===== src/sv/bitmap_page_frame_allocator_assert.svh =====
// Assertion macros shared by the page frame allocator RTL.
`ifndef BITMAP_PAGE_FRAME_ALLOCATOR_ASSERT_SVH
`define BITMAP_PAGE_FRAME_ALLOCATOR_ASSERT_SVH

// Consequent must hold in the same cycle as the antecedent.
`define BPFA_ASSERT_SAME(label, ante, cons) \
  label: assert property (@(posedge clk) disable iff (rst) (ante) |-> (cons)) \
    else $error("page frame allocator check failed");

// Consequent must hold in the cycle after the antecedent.
`define BPFA_ASSERT_NEXT(label, ante, cons) \
  label: assert property (@(posedge clk) disable iff (rst) (ante) |=> (cons)) \
    else $error("page frame allocator check failed");

`endif


===== src/sv/bpfa_pkg.sv =====
// Types, constants and helper functions of the bitmap page frame allocator.
`default_nettype none
package bpfa_pkg;

  localparam int NUM_RANGES      = 2;
  localparam int PAGES_PER_RANGE = 1024;
  localparam int PAGE_W          = 20;
  localparam int WORD_BITS       = 32;
  localparam int WORDS_PER_RANGE = (PAGES_PER_RANGE + WORD_BITS - 1) / WORD_BITS;
  localparam int RANGE_W         = (NUM_RANGES > 1) ? $clog2(NUM_RANGES) : 1;
  localparam int WORD_W          = (WORDS_PER_RANGE > 1) ? $clog2(WORDS_PER_RANGE) : 1;
  localparam int BIT_W           = $clog2(WORD_BITS);
  localparam int OFF_W           = WORD_W + BIT_W;
  localparam int MEM_AW          = RANGE_W + WORD_W;
  localparam int MEM_DEPTH       = 2 ** MEM_AW;
  localparam int CNT_W           = 11;
  localparam int ACT_W           = 2;
  localparam int APB_AW          = 5;
  localparam int APB_DW          = 32;

  localparam logic [WORD_BITS-1:0] TOP_BIT = 32'h8000_0000;

  // Operation codes.
  localparam logic OP_ALLOC = 1'b0;
  localparam logic OP_FREE  = 1'b1;

  // Result status codes.
  localparam logic [1:0] ST_OK           = 2'd0;
  localparam logic [1:0] ST_NO_FREE      = 2'd1;
  localparam logic [1:0] ST_OUT_OF_RANGE = 2'd2;

  // Register indexes, one 32-bit word each.
  localparam logic [2:0] REG_R0_BASE  = 3'd0;
  localparam logic [2:0] REG_R0_COUNT = 3'd1;
  localparam logic [2:0] REG_R1_BASE  = 3'd2;
  localparam logic [2:0] REG_R1_COUNT = 3'd3;
  localparam logic [2:0] REG_RANGES   = 3'd4;

  typedef struct packed {
    logic              opcode;
    logic [PAGE_W-1:0] page_number;
  } req_t;

  typedef struct packed {
    logic [PAGE_W-1:0] result_page;
    logic [1:0]        status;
  } rsp_t;

  // Control from the sequencer to the bitmap store.
  typedef struct packed {
    logic [MEM_AW-1:0]    rd_addr;
    logic                 wr_en;
    logic [MEM_AW-1:0]    wr_addr;
    logic [WORD_BITS-1:0] wr_data;
    logic                 clr_en;
    logic [RANGE_W-1:0]   clr_range;
  } bm_req_t;

  // Position of the most significant set bit, counted from the top (lowest page offset).
  function automatic logic [BIT_W-1:0] first_free(input logic [WORD_BITS-1:0] word);
    logic [WORD_BITS-1:0] v;
    logic [BIT_W-1:0]     n;
    v = word;
    n = '0;
    if (v[31:16] == 16'd0) begin
      n[4] = 1'b1;
      v = v << 16;
    end
    if (v[31:24] == 8'd0) begin
      n[3] = 1'b1;
      v = v << 8;
    end
    if (v[31:28] == 4'd0) begin
      n[2] = 1'b1;
      v = v << 4;
    end
    if (v[31:30] == 2'd0) begin
      n[1] = 1'b1;
      v = v << 2;
    end
    if (v[31] == 1'b0) begin
      n[0] = 1'b1;
    end
    return n;
  endfunction

endpackage
`default_nettype wire


===== src/sv/bpfa_bitmap.sv =====
// Free-page bitmap store: one word memory with per-word valid bits and a registered read.
`default_nettype none
module bpfa_bitmap
  import bpfa_pkg::*;
(
  input  wire logic                 clk,
  input  wire logic                 rst,
  input  wire bm_req_t              req,
  output logic [WORD_BITS-1:0]      rd_word
);

  logic [WORD_BITS-1:0] mem [MEM_DEPTH];
  logic [MEM_DEPTH-1:0] vbits;
  logic [WORD_BITS-1:0] rd_data;
  logic                 rd_valid;

  always_ff @(posedge clk) begin
    if (req.wr_en) begin
      mem[req.wr_addr] <= req.wr_data;
    end
    rd_data <= mem[req.rd_addr];
  end

  // A word that has not been written since reset or since its range was set up reads as zero.
  always_ff @(posedge clk) begin
    if (rst) begin
      vbits    <= '0;
      rd_valid <= 1'b0;
    end else begin
      rd_valid <= vbits[req.rd_addr];
      if (req.clr_en) begin
        for (int w = 0; w < WORDS_PER_RANGE; w++) begin
          vbits[{req.clr_range, WORD_W'(w)}] <= 1'b0;
        end
      end else if (req.wr_en) begin
        vbits[req.wr_addr] <= 1'b1;
      end
    end
  end

  assign rd_word = rd_valid ? rd_data : '0;

endmodule
`default_nettype wire


===== src/sv/bitmap_page_frame_allocator.sv =====
// Bitmap page frame allocator over two configurable page ranges.
// Free: checks the ranges in turn from range 0, then reads and updates the bitmap word on a hit.
// Allocate: visits the ranges from the highest down, with one selection step per range and a
// word-by-word scan of its bitmap by the shared priority encoder.
// One transaction at a time: the next is accepted in the cycle after its result is registered.
// Synchronous reset: every page taken, all free counts and registers zero, no clearing pass.
`default_nettype none
`include "bitmap_page_frame_allocator_assert.svh"
module bitmap_page_frame_allocator
  import bpfa_pkg::*;
(
  input  wire logic              clk,
  input  wire logic              rst,
  input  wire logic              req_valid,
  output logic                   req_ready,
  input  wire req_t              req,
  output logic                   rsp_valid,
  input  wire logic              rsp_ready,
  output rsp_t                   rsp,
  input  wire logic              psel,
  input  wire logic              penable,
  input  wire logic              pwrite,
  input  wire logic [APB_AW-1:0] paddr,
  input  wire logic [APB_DW-1:0] pwdata,
  output logic [APB_DW-1:0]      prdata,
  output logic                   pready
);

  localparam logic [2:0] S_IDLE  = 3'd0;
  localparam logic [2:0] S_FCHK  = 3'd1;
  localparam logic [2:0] S_FRD   = 3'd2;
  localparam logic [2:0] S_ASEL  = 3'd3;
  localparam logic [2:0] S_ASCAN = 3'd4;
  localparam logic [2:0] S_DONE  = 3'd5;

  logic [2:0]           state;
  logic [PAGE_W-1:0]    range_base [NUM_RANGES];
  logic [CNT_W-1:0]     range_count [NUM_RANGES];
  logic [ACT_W-1:0]     ranges_in_use;
  logic [CNT_W-1:0]     free_cnt [NUM_RANGES];
  logic [PAGE_W-1:0]    page_q;
  logic [RANGE_W-1:0]   ridx;
  logic [OFF_W-1:0]     hit_off;
  logic [WORD_W-1:0]    dw;
  logic [PAGE_W-1:0]    res_page;
  logic [1:0]           res_status;

  logic                 cfg_wr;
  logic [2:0]           cfg_idx;
  logic [ACT_W-1:0]     act;
  logic [RANGE_W-1:0]   last_idx;
  logic [CNT_W-1:0]     eff_cnt;
  logic [WORD_W:0]      num_words;
  logic                 last_word;
  logic [PAGE_W:0]      diff;
  logic                 hit;
  logic [WORD_BITS-1:0] rd_word;
  logic [WORD_BITS-1:0] bit_mask;
  logic [BIT_W-1:0]     lead;
  logic [WORD_BITS-1:0] lead_mask;
  bm_req_t              bm_req;

  assign req_ready = (state == S_IDLE);
  assign pready    = 1'b1;
  assign cfg_wr    = psel && penable && pwrite;
  assign cfg_idx   = paddr[4:2];

  assign act      = (ranges_in_use > ACT_W'(NUM_RANGES)) ? ACT_W'(NUM_RANGES) : ranges_in_use;
  assign last_idx = RANGE_W'(act - ACT_W'(1));

  // Counts above the bitmap size saturate to the bitmap size.
  assign eff_cnt   = (range_count[ridx] > CNT_W'(PAGES_PER_RANGE)) ?
                     CNT_W'(PAGES_PER_RANGE) : range_count[ridx];
  assign num_words = (WORD_W + 1)'(({1'b0, eff_cnt} + (CNT_W + 1)'(WORD_BITS - 1)) >> BIT_W);
  assign last_word = ({1'b0, dw} + (WORD_W + 1)'(1)) >= num_words;

  assign diff = {1'b0, page_q} - {1'b0, range_base[ridx]};
  assign hit  = !diff[PAGE_W] && (diff[PAGE_W-1:0] < PAGE_W'(eff_cnt));

  assign bit_mask  = TOP_BIT >> hit_off[BIT_W-1:0];
  assign lead      = first_free(rd_word);
  assign lead_mask = TOP_BIT >> lead;

  always_comb begin
    bm_req           = '0;
    bm_req.clr_en    = cfg_wr && (cfg_idx == REG_R0_BASE || cfg_idx == REG_R0_COUNT ||
                                  cfg_idx == REG_R1_BASE || cfg_idx == REG_R1_COUNT);
    bm_req.clr_range = RANGE_W'(cfg_idx[2:1]);
    case (state)
      S_FCHK: begin
        bm_req.rd_addr = {ridx, diff[OFF_W-1:BIT_W]};
      end
      S_FRD: begin
        bm_req.rd_addr = {ridx, hit_off[OFF_W-1:BIT_W]};
        bm_req.wr_addr = {ridx, hit_off[OFF_W-1:BIT_W]};
        bm_req.wr_data = rd_word | bit_mask;
        bm_req.wr_en   = ((rd_word & bit_mask) == '0);
      end
      S_ASEL: begin
        bm_req.rd_addr = {ridx, WORD_W'(0)};
      end
      S_ASCAN: begin
        bm_req.rd_addr = {ridx, dw + WORD_W'(1)};
        bm_req.wr_addr = {ridx, dw};
        bm_req.wr_data = rd_word & ~lead_mask;
        bm_req.wr_en   = (rd_word != '0);
      end
      default: begin
        bm_req.rd_addr = {ridx, WORD_W'(0)};
      end
    endcase
  end

  bpfa_bitmap u_bitmap (
    .clk     (clk),
    .rst     (rst),
    .req     (bm_req),
    .rd_word (rd_word)
  );

  always_comb begin
    case (cfg_idx)
      REG_R0_BASE:  prdata = APB_DW'(range_base[0]);
      REG_R0_COUNT: prdata = APB_DW'(range_count[0]);
      REG_R1_BASE:  prdata = APB_DW'(range_base[1]);
      REG_R1_COUNT: prdata = APB_DW'(range_count[1]);
      REG_RANGES:   prdata = APB_DW'(ranges_in_use);
      default:      prdata = '0;
    endcase
  end

  always_ff @(posedge clk) begin
    if (rst) begin
      state         <= S_IDLE;
      rsp_valid     <= 1'b0;
      ranges_in_use <= '0;
      ridx          <= '0;
      for (int r = 0; r < NUM_RANGES; r++) begin
        range_base[r]  <= '0;
        range_count[r] <= '0;
        free_cnt[r]    <= '0;
      end
    end else begin
      if (cfg_wr) begin
        case (cfg_idx)
          REG_R0_BASE: begin
            range_base[0] <= pwdata[PAGE_W-1:0];
            free_cnt[0]   <= '0;
          end
          REG_R0_COUNT: begin
            range_count[0] <= pwdata[CNT_W-1:0];
            free_cnt[0]    <= '0;
          end
          REG_R1_BASE: begin
            range_base[1] <= pwdata[PAGE_W-1:0];
            free_cnt[1]   <= '0;
          end
          REG_R1_COUNT: begin
            range_count[1] <= pwdata[CNT_W-1:0];
            free_cnt[1]    <= '0;
          end
          REG_RANGES: begin
            ranges_in_use <= pwdata[ACT_W-1:0];
          end
          default: begin
          end
        endcase
      end

      if (rsp_valid && rsp_ready && state != S_DONE) begin
        rsp_valid <= 1'b0;
      end

      case (state)
        S_IDLE: begin
          if (req_valid) begin
            page_q   <= req.page_number;
            res_page <= '0;
            if (req.opcode == OP_FREE) begin
              ridx <= '0;
              if (act == '0) begin
                res_status <= ST_OUT_OF_RANGE;
                state      <= S_DONE;
              end else begin
                state <= S_FCHK;
              end
            end else begin
              ridx <= last_idx;
              if (act == '0) begin
                res_status <= ST_NO_FREE;
                state      <= S_DONE;
              end else begin
                state <= S_ASEL;
              end
            end
          end
        end
        S_FCHK: begin
          if (hit) begin
            hit_off <= diff[OFF_W-1:0];
            state   <= S_FRD;
          end else if (ridx == last_idx) begin
            res_status <= ST_OUT_OF_RANGE;
            state      <= S_DONE;
          end else begin
            ridx <= ridx + RANGE_W'(1);
          end
        end
        S_FRD: begin
          // Freeing a page that is already free changes nothing.
          if ((rd_word & bit_mask) == '0) begin
            free_cnt[ridx] <= free_cnt[ridx] + CNT_W'(1);
          end
          res_status <= ST_OK;
          state      <= S_DONE;
        end
        S_ASEL: begin
          if (free_cnt[ridx] != '0) begin
            dw    <= '0;
            state <= S_ASCAN;
          end else if (ridx == '0) begin
            res_status <= ST_NO_FREE;
            state      <= S_DONE;
          end else begin
            ridx <= ridx - RANGE_W'(1);
          end
        end
        S_ASCAN: begin
          if (rd_word != '0) begin
            free_cnt[ridx] <= free_cnt[ridx] - CNT_W'(1);
            res_page       <= range_base[ridx] + PAGE_W'({dw, lead});
            res_status     <= ST_OK;
            state          <= S_DONE;
          end else if (!last_word) begin
            dw <= dw + WORD_W'(1);
          end else if (ridx == '0) begin
            res_status <= ST_NO_FREE;
            state      <= S_DONE;
          end else begin
            ridx  <= ridx - RANGE_W'(1);
            state <= S_ASEL;
          end
        end
        S_DONE: begin
          if (!rsp_valid || rsp_ready) begin
            rsp.result_page <= res_page;
            rsp.status      <= res_status;
            rsp_valid       <= 1'b1;
            state           <= S_IDLE;
          end
        end
        default: begin
          state <= S_IDLE;
        end
      endcase
    end
  end

  `BPFA_ASSERT_NEXT(a_accept_leaves_idle, req_valid && req_ready, state != S_IDLE)
  `BPFA_ASSERT_SAME(a_write_only_in_update, bm_req.wr_en, state == S_FRD || state == S_ASCAN)
  `BPFA_ASSERT_SAME(a_free_count_bound, 1'b1, free_cnt[0] <= CNT_W'(PAGES_PER_RANGE) && free_cnt[NUM_RANGES-1] <= CNT_W'(PAGES_PER_RANGE))
  `BPFA_ASSERT_SAME(a_result_from_done, $rose(rsp_valid), $past(state) == S_DONE)

endmodule
`default_nettype wire

===== config.mk =====
export PLATFORM = sky130hd
export DESIGN_NAME = bitmap_page_frame_allocator
export DESIGN_NICKNAME = d
export VERILOG_FILES = /design/src/sv/bpfa_pkg.sv /design/src/sv/bpfa_bitmap.sv /design/src/sv/bitmap_page_frame_allocator.sv
export VERILOG_INCLUDE_DIRS = /design/src /design/src/sv
export SDC_FILE = /design/constraint.sdc
export NUM_CORES = 2
export LEC_CHECK = 0
export ABC_AREA = 0
export BUFFER_PORTS_ARGS = -buffer_cell sky130_fd_sc_hd__clkbuf_2
export CORE_UTILIZATION = 57
export DETAILED_ROUTE_END_ITERATION = 8
export GPL_TIMING_DRIVEN = 0
export PLACE_DENSITY = 0.75
export REMOVE_ABC_BUFFERS = 1
export SLEW_MARGIN = 20
export SYNTH_ARGS = -nofsm -noshare
export SYNTH_HDL_FRONTEND = slang
export SYNTH_SLANG_ARGS = --single-unit

===== constraint.sdc =====
create_clock -name clk -period 6.1 [get_ports clk]
set_clock_uncertainty 0.05 [all_clocks]
set_input_delay 0.915 -clock clk [delete_from_list [all_inputs] [get_ports clk]]
set_output_delay 0.915 -clock clk [all_outputs]
set_load 0.005 [all_outputs]

### After elaboration in Yosys (flattened, before gate mapping)

Memories as Yosys holds them, arrays and structs flattened. A register that Yosys moved wholly into a read port is not among the register bits.
Cells that the tools add are included.

| operators by class | value |
|---|---|
| equal/unequal tests | 26 |
| multiplexer cells | 171 |
| divide/modulo/power cells | 0 |
| $mul | 0 |
| order comparisons | 71 |
| bitwise operators | 79 |
| reduce and logical (&&, ||, !) cells | 69 |
| add/sub/neg operators | 10 |
| shift operators | 2 |

Operators with widths:

| cell | count |
|---|---|
| 64-bit bitwise AND | 32 |
| 6-bit by 7-bit < comparator with 1-bit output, second input constant | 34 |
| 6-bit by 1-bit >= comparator with 1-bit output, second input constant | 33 |
| 32-bit 2-to-1 mux | 5 |
| 64-bit 2-to-1 mux | 2 |
| 20-bit one-hot mux with 5 select lines | 1 |
| 11-bit 2-to-1 mux | 8 |
| 1-bit 2-to-1 mux | 84 |
| 20-bit 2-to-1 mux | 4 |
| 39-bit one-hot mux with 2 select lines | 1 |
| 32-bit bitwise AND | 2 |
| 33-bit NOT with 64-bit output | 1 |
| 34-bit NOT with 64-bit output | 1 |
| 35-bit NOT with 64-bit output | 1 |
| 36-bit NOT with 64-bit output | 1 |
| 37-bit NOT with 64-bit output | 1 |
| 38-bit NOT with 64-bit output | 1 |
| 39-bit NOT with 64-bit output | 1 |
| 40-bit NOT with 64-bit output | 1 |
| 41-bit NOT with 64-bit output | 1 |
| 42-bit NOT with 64-bit output | 1 |
| 43-bit NOT with 64-bit output | 1 |
| 44-bit NOT with 64-bit output | 1 |
| 45-bit NOT with 64-bit output | 1 |
| other kinds (77) | 209 |

| storage, ports and cells | value |
|---|---|
| bits of input ports | 65 |
| memories kept | 4 |
| bits in latches | 0 |
| flip-flop bits (word level) | 151 |
| memory bits (writable) | 2132 |
| bits in read-only memories | 0 |
| logic and storage cells | 445 |

Memories:

| memory | words | width | read ports | clocked after Yosys merged registers in | wr ports | line | source |
|---|---|---|---|---|---|---|---|
| u_bitmap.mem | 64 | 32 | 1 | 1 | 1 | bpfa_bitmap.sv:12 | `logic [WORD_BITS-1:0] mem [MEM_DEPTH];` |
| range_base | 2 | 20 | 3 | 1 | 2 | bitmap_page_frame_allocator.sv:37 | `logic [PAGE_W-1:0] range_base [NUM_RANGES];` |
| free_cnt | 2 | 11 | 1 | 1 | 3 | bitmap_page_frame_allocator.sv:40 | `logic [CNT_W-1:0] free_cnt [NUM_RANGES];` |
| range_count | 2 | 11 | 3 | 1 | 2 | bitmap_page_frame_allocator.sv:38 | `logic [CNT_W-1:0] range_count [NUM_RANGES];` |

### Depth between registers and ports, before layout

| depth | value |
|---|---|
| word-level depth | 38 |
| gate-level depth with buffers | 24 |
| depth with buffers taken out | 24 |

### Hierarchy

Synthesis repeated with hierarchy kept, for this count alone.

| unflattened totals | value |
|---|---|
| cell total of the unflattened synthesis | 4748 |
| area, all modules | 92491.2 µm² |

By module, submodules not included:

| module | area each (µm²) | times used | cells an instance |
|---|---|---|---|
| bpfa_bitmap | 81283.0 | 1 | 3669 |
| bitmap_page_frame_allocator | 11208.2 | 1 | 1079 |

### Worst setup path after synthesis

Ideal clock, no wire load.

| timing path | value |
|---|---|
| kind | reg-to-reg |
| from | reg (tool-made name) |
| to | reg hit_off[0] (enable) |
| setup time | 390 ps |
| arrival | 5932 ps |
| slack | -271 ps |
| data required time | 5660 ps |
| buffers on the path | 4 |
| cell stages (with the launch flop) | 21 |
| clock period less this slack | 6371 ps |
| cells stage by stage | dfxtp_1 -> clkbuf_1 -> clkbuf_1 -> clkbuf_1 -> buf_1 -> mux2_2 -> ha_1 -> fa_1 -> nand4b_1 -> o21ai_0 -> o311ai_0 -> nand2_1 -> xor2_1 -> ha_1 -> a211o_1 -> a311o_1 -> a21oi_1 -> nand4_1 -> nor4_1 -> o211ai_1 -> nor3_1 |

RTL lines:

| element | line | source |
|---|---|---|
| to (signal assigned) | bitmap_page_frame_allocator.sv:200 | `hit_off <= diff[OFF_W-1:0];` |
| to (decl) | bitmap_page_frame_allocator.sv:43 | `logic [OFF_W-1:0] hit_off;` |

==> tab_implementation.tex <==
\begin{tabular}{lr}
\hline
Metric & Value \\
\hline
\multicolumn{2}{l}{\textbf{Status}} \\
Run status & finished clean \\
\multicolumn{2}{l}{\textbf{Die}} \\
Overall die area & 170000 µm² \\
Die boundary height & 412 µm \\
Standard cell core area & 167000 µm² \\
Number of top-level design ports & 122 \\
Standard-cell rows & 150 \\
Starting Density & 57.4\% \\
Horizontal extent of the die & 412 µm \\
\multicolumn{2}{l}{\textbf{Placement}} \\
Hpwl dp & 174000 µm \\
Placed standard-cell area & 105000 µm² \\
Worst slack after detailed placement & -1.20 ns \\
Cell count after placement & 9143 \\
Total of buffers placed on input and output ports & 94 \\
Gpl congestion & 0.933 \\
\multicolumn{2}{l}{\textbf{Timing}} \\
Slew headroom & 22.2\% \\
Achievable frequency & 165 MHz \\
Slew of the pin with the lowest slew margin & 1.16 ns \\
Fin crit share & 99.3\% \\
Setup violators final & 0 \\
Final Critical Period & 6.06 ns \\
Final count of hold timing violations & 0 \\
Final Slew Violations & 0 \\
Worst path setup slack after routing & 0.0406 ns \\
\multicolumn{2}{l}{\textbf{Flow run}} \\
Count of max-cap constraint violations & 0 \\
\multicolumn{2}{l}{\textbf{Power and ir drop}} \\
Maximum vdd ir drop & 0.551 mV \\
Total power divided by cell area & 486 nW/µm² \\
Overall power & 54800 µW \\
Static power due to leakage & 0.0366 µW \\
\multicolumn{2}{l}{\textbf{Global routing}} \\
Overall fraction of global-route tracks in use & 31.4\% \\
First-pass GRT wire length & 393000 µm \\
Total congestion overflow & 0 \\
Number of global-route vias before repair & 61894 \\
Largest net degree at the start of global routing & 67 \\
Antenna violations before repair & 15 \\
\multicolumn{2}{l}{\textbf{CTS}} \\
Clock latency of the later-clocked register in the worst-skew pair & 0.90 ns \\
TritonCTS clock tree & built \\
CTS root buffer & clkbuf\_16 \\
H-Tree Level Count & 4 \\
CTS Hold Buffers Added & 0 \\
Count of clock tree sinks & 2316 \\
Number of buffers inserted during clock tree synthesis & 217 \\
Maximum clock path buffer count & 3 \\
Clk slew on worst S/H paths & 0.07 ns \\
\multicolumn{2}{l}{\textbf{Detailed routing}} \\
Number of violations reported at the end of detailed-routing iteration 0 & 9119 \\
Highest layer used for signal routing & met5 \\
Total met3 wirelength after detailed routing & 30100 µm \\
Antenna viol nets, final & 0 \\
Total number of vias & 63534 \\
Met2 wire length & 124000 µm \\
Avg Vias per Cell & 6.65 \\
Metal1 wirelength & 99800 µm \\
Drt pass-1 iters & 8 \\
Post-detailed-route DRC marker count & 0 \\
WL per Instance & 28.1 µm \\
Detailed-route wire length & 269000 µm \\
\multicolumn{2}{l}{\textbf{Logic synthesis}} \\
Yosys warning count & 0 \\
Cell count after synthesis & 6929 \\
Synth area leaders & edfxtp\_1 69\%, nand2\_1 5.7\%, a311oi\_1 3.8\% \\
Count of flip-flops with a built-in enable after synthesis & 2211 \\
Combined area of all synthesized cells & 96000 µm² \\
Async set-or-reset flop fraction in the synthesized netlist & 0\% \\
Sequential area share after synthesis & 71.3\% \\
Dominant register cell in the synthesized netlist & edfxtp\_1 \\
Area share of the leading cell type in the synthesized netlist & 69.1\% \\
Dominant cell type by area after synthesis & edfxtp\_1 \\
Count of cell types in the netlist & 82 \\
Register bit total from synthesis & 2316 \\
Synthesized area divided by synthesized cell count & 13.9 µm² \\
\multicolumn{2}{l}{\textbf{Final layout}} \\
Relative area change from synthesis to final layout & 17.5\% \\
Leading cell type in the layout, fill and taps excluded & edfxtp\_1 \\
Fraction of layout instances using a drive strength above 1 & 15.6\% \\
Layout net count & 7289 \\
Final design area excluding fillers & 113000 µm² \\
Commonest non-fill, non-tap cells in the layout & 2211 x edfxtp\_1, 1447 x nand2\_1, 416 x a311oi\_1, 281 x nor2b\_1, 261 x a211oi\_1 \\
Final std cells w/o fill & 9561 \\
\multicolumn{2}{l}{\textbf{Setup path}} \\
Sort of element at the end of the critical path & register \\
Crit start category & register \\
Data required time of the worst path & 6.84 ns \\
Cells along the critical path & buf\_16 > mux2\_2 > ha\_1 > fa\_1 > nand4b\_1 > o21ai\_0 > nor3\_1 > xnor2\_1 > a221o\_4 > nor3\_2 > buf\_4 > buf\_4 > nor3b\_1 > nor4\_1 > nor4b\_2 \\
Family with the most delay on the worst path & simple AND/OR/NAND/NOR gates \\
Depth of the most critical reg-to-reg path & 15 \\
Worst Path Buf+Inv & 3 \\
Crit-path max FO & 31 \\
Critical path arrival & 6.80 ns \\
CP max stage delay & 0.97 ns \\
Worst-path cell with the longest stage delay & nor4\_1 \\
Total number of cells along the worst setup path & 15 \\
Most common cell on crit path & buf\_4 \\
Worst setup path category & reg -> reg \\
\multicolumn{2}{l}{\textbf{Hold path}} \\
Hold crit path type & in -> reg \\
Hold depth & 1 \\
\hline
\end{tabular}
==> per-stage QoR <==
step | TNS, ns | hold WS (ns) | utilization (%)
2_1_floorplan | -1518.23 | 0.350 | -
3_3_place_gp | - | 0.353 | 58.0
3_5_place_dp | -11.11 | 0.355 | 63.1
4_1_cts | 0 | 0.116 | 67.3
5_1_grt | -0.0299 | 0.129 | 67.5
6_report | 0 | 0.156 | 67.5
==> cell usage after synthesis (54+ instances only) <==
| cell type | number |
|---|---|
| a211oi_1 | 279 |
| a21oi_1 | 157 |
| a311oi_1 | 417 |
| and2_1 | 59 |
| and3_1 | 143 |
| buf_2 | 153 |
| clkbuf_1 | 260 |
| dfxtp_1 | 105 |
| edfxtp_1 | 2211 |
| ha_1 | 56 |
| mux2i_1 | 54 |
| mux4_2 | 77 |
| nand2_1 | 1450 |
| nand3_1 | 177 |
| nor2_1 | 242 |
| nor2b_1 | 285 |
| nor3_1 | 72 |
| nor3b_1 | 132 |
==> per-layer routing <==
layer	up-vias	global-route usage, %
li1	26890	-
met1	31517	42.0
met2	4259	48.7
met3	858	6.81
met4	10	15.9
met5	-	0
==> flip-flops by register name (all words and copies together) (netlist names), 5 cells and up, named ones only <==
signal,cells
page_q,20
hit_off,10
u_bitmap.mem,2048
free_cnt,22
range_base,40
rsp,22
u_bitmap.rd_data,32
range_count,22
dw,5
u_bitmap.vbits,64
res_page,20
==> cells by family (layout without fill, tap and decap cells) <==
family,after synthesis,after routing,synth area share [%]
adders and majority gates,59,59,0.792
AOI/OAI and AO/OA,1114,1114,8.89
DFF,2316,2316,71.3
and+or+nand+nor,2707,2707,13.4
buffers and inverters,534,949,2.53
muxes,156,156,2.66
xor gates and xnor gates,41,41,0.374
other,2,15,0.00782
==> timing repair <==
action | 4_1_cts | 5_1_grt
cloned | 0 | 1
buffers inserted | 1 | 5
pin swaps | 1 | 2
endpoints found under the setup margin | 24 | 35
resized for setup | 23 | 27
==> where the power goes <==
group / total [µW] / switching (µW) / leakage [µW] / internal (µW)
Clock: 13400 / 5920 / 0.00343 / 7440
Combinational: 23400 / 14700 / 0.0142 / 8690
Sequential: 18100 / 366 / 0.0189 / 17700
Total: 54800 / 21000 / 0.0366 / 33900
==> cell type report <==
| class | count | area, µm² |
|---|---|---|
| tap | 2204 | 2760 |
| clock buffer | 275 | 5750 |
| multi-input combinational | 4090 | 26800 |
| fill | 10538 | 54400 |
| sequential | 2316 | 68500 |
| timing repair buffer | 492 | 7660 |
| inverter | 48 | 180 |
| antenna | 2 | 5.00 |
| clock inverter | 134 | 1210 |
==> path summary, 6_finish.rpt <==
| check | from | endpoint | slack (ns) |
|---|---|---|---|
| min reg2reg | res_page[17] | rsp[19] | 0.37 |
| max reg2reg | register | u_bitmap.rd_data[2] | 0.04 |
| min | req[0] | page_q[0] | 0.16 |
| max | register | u_bitmap.rd_data[2] | 0.04 |
(Power assumes the default switching activity.)
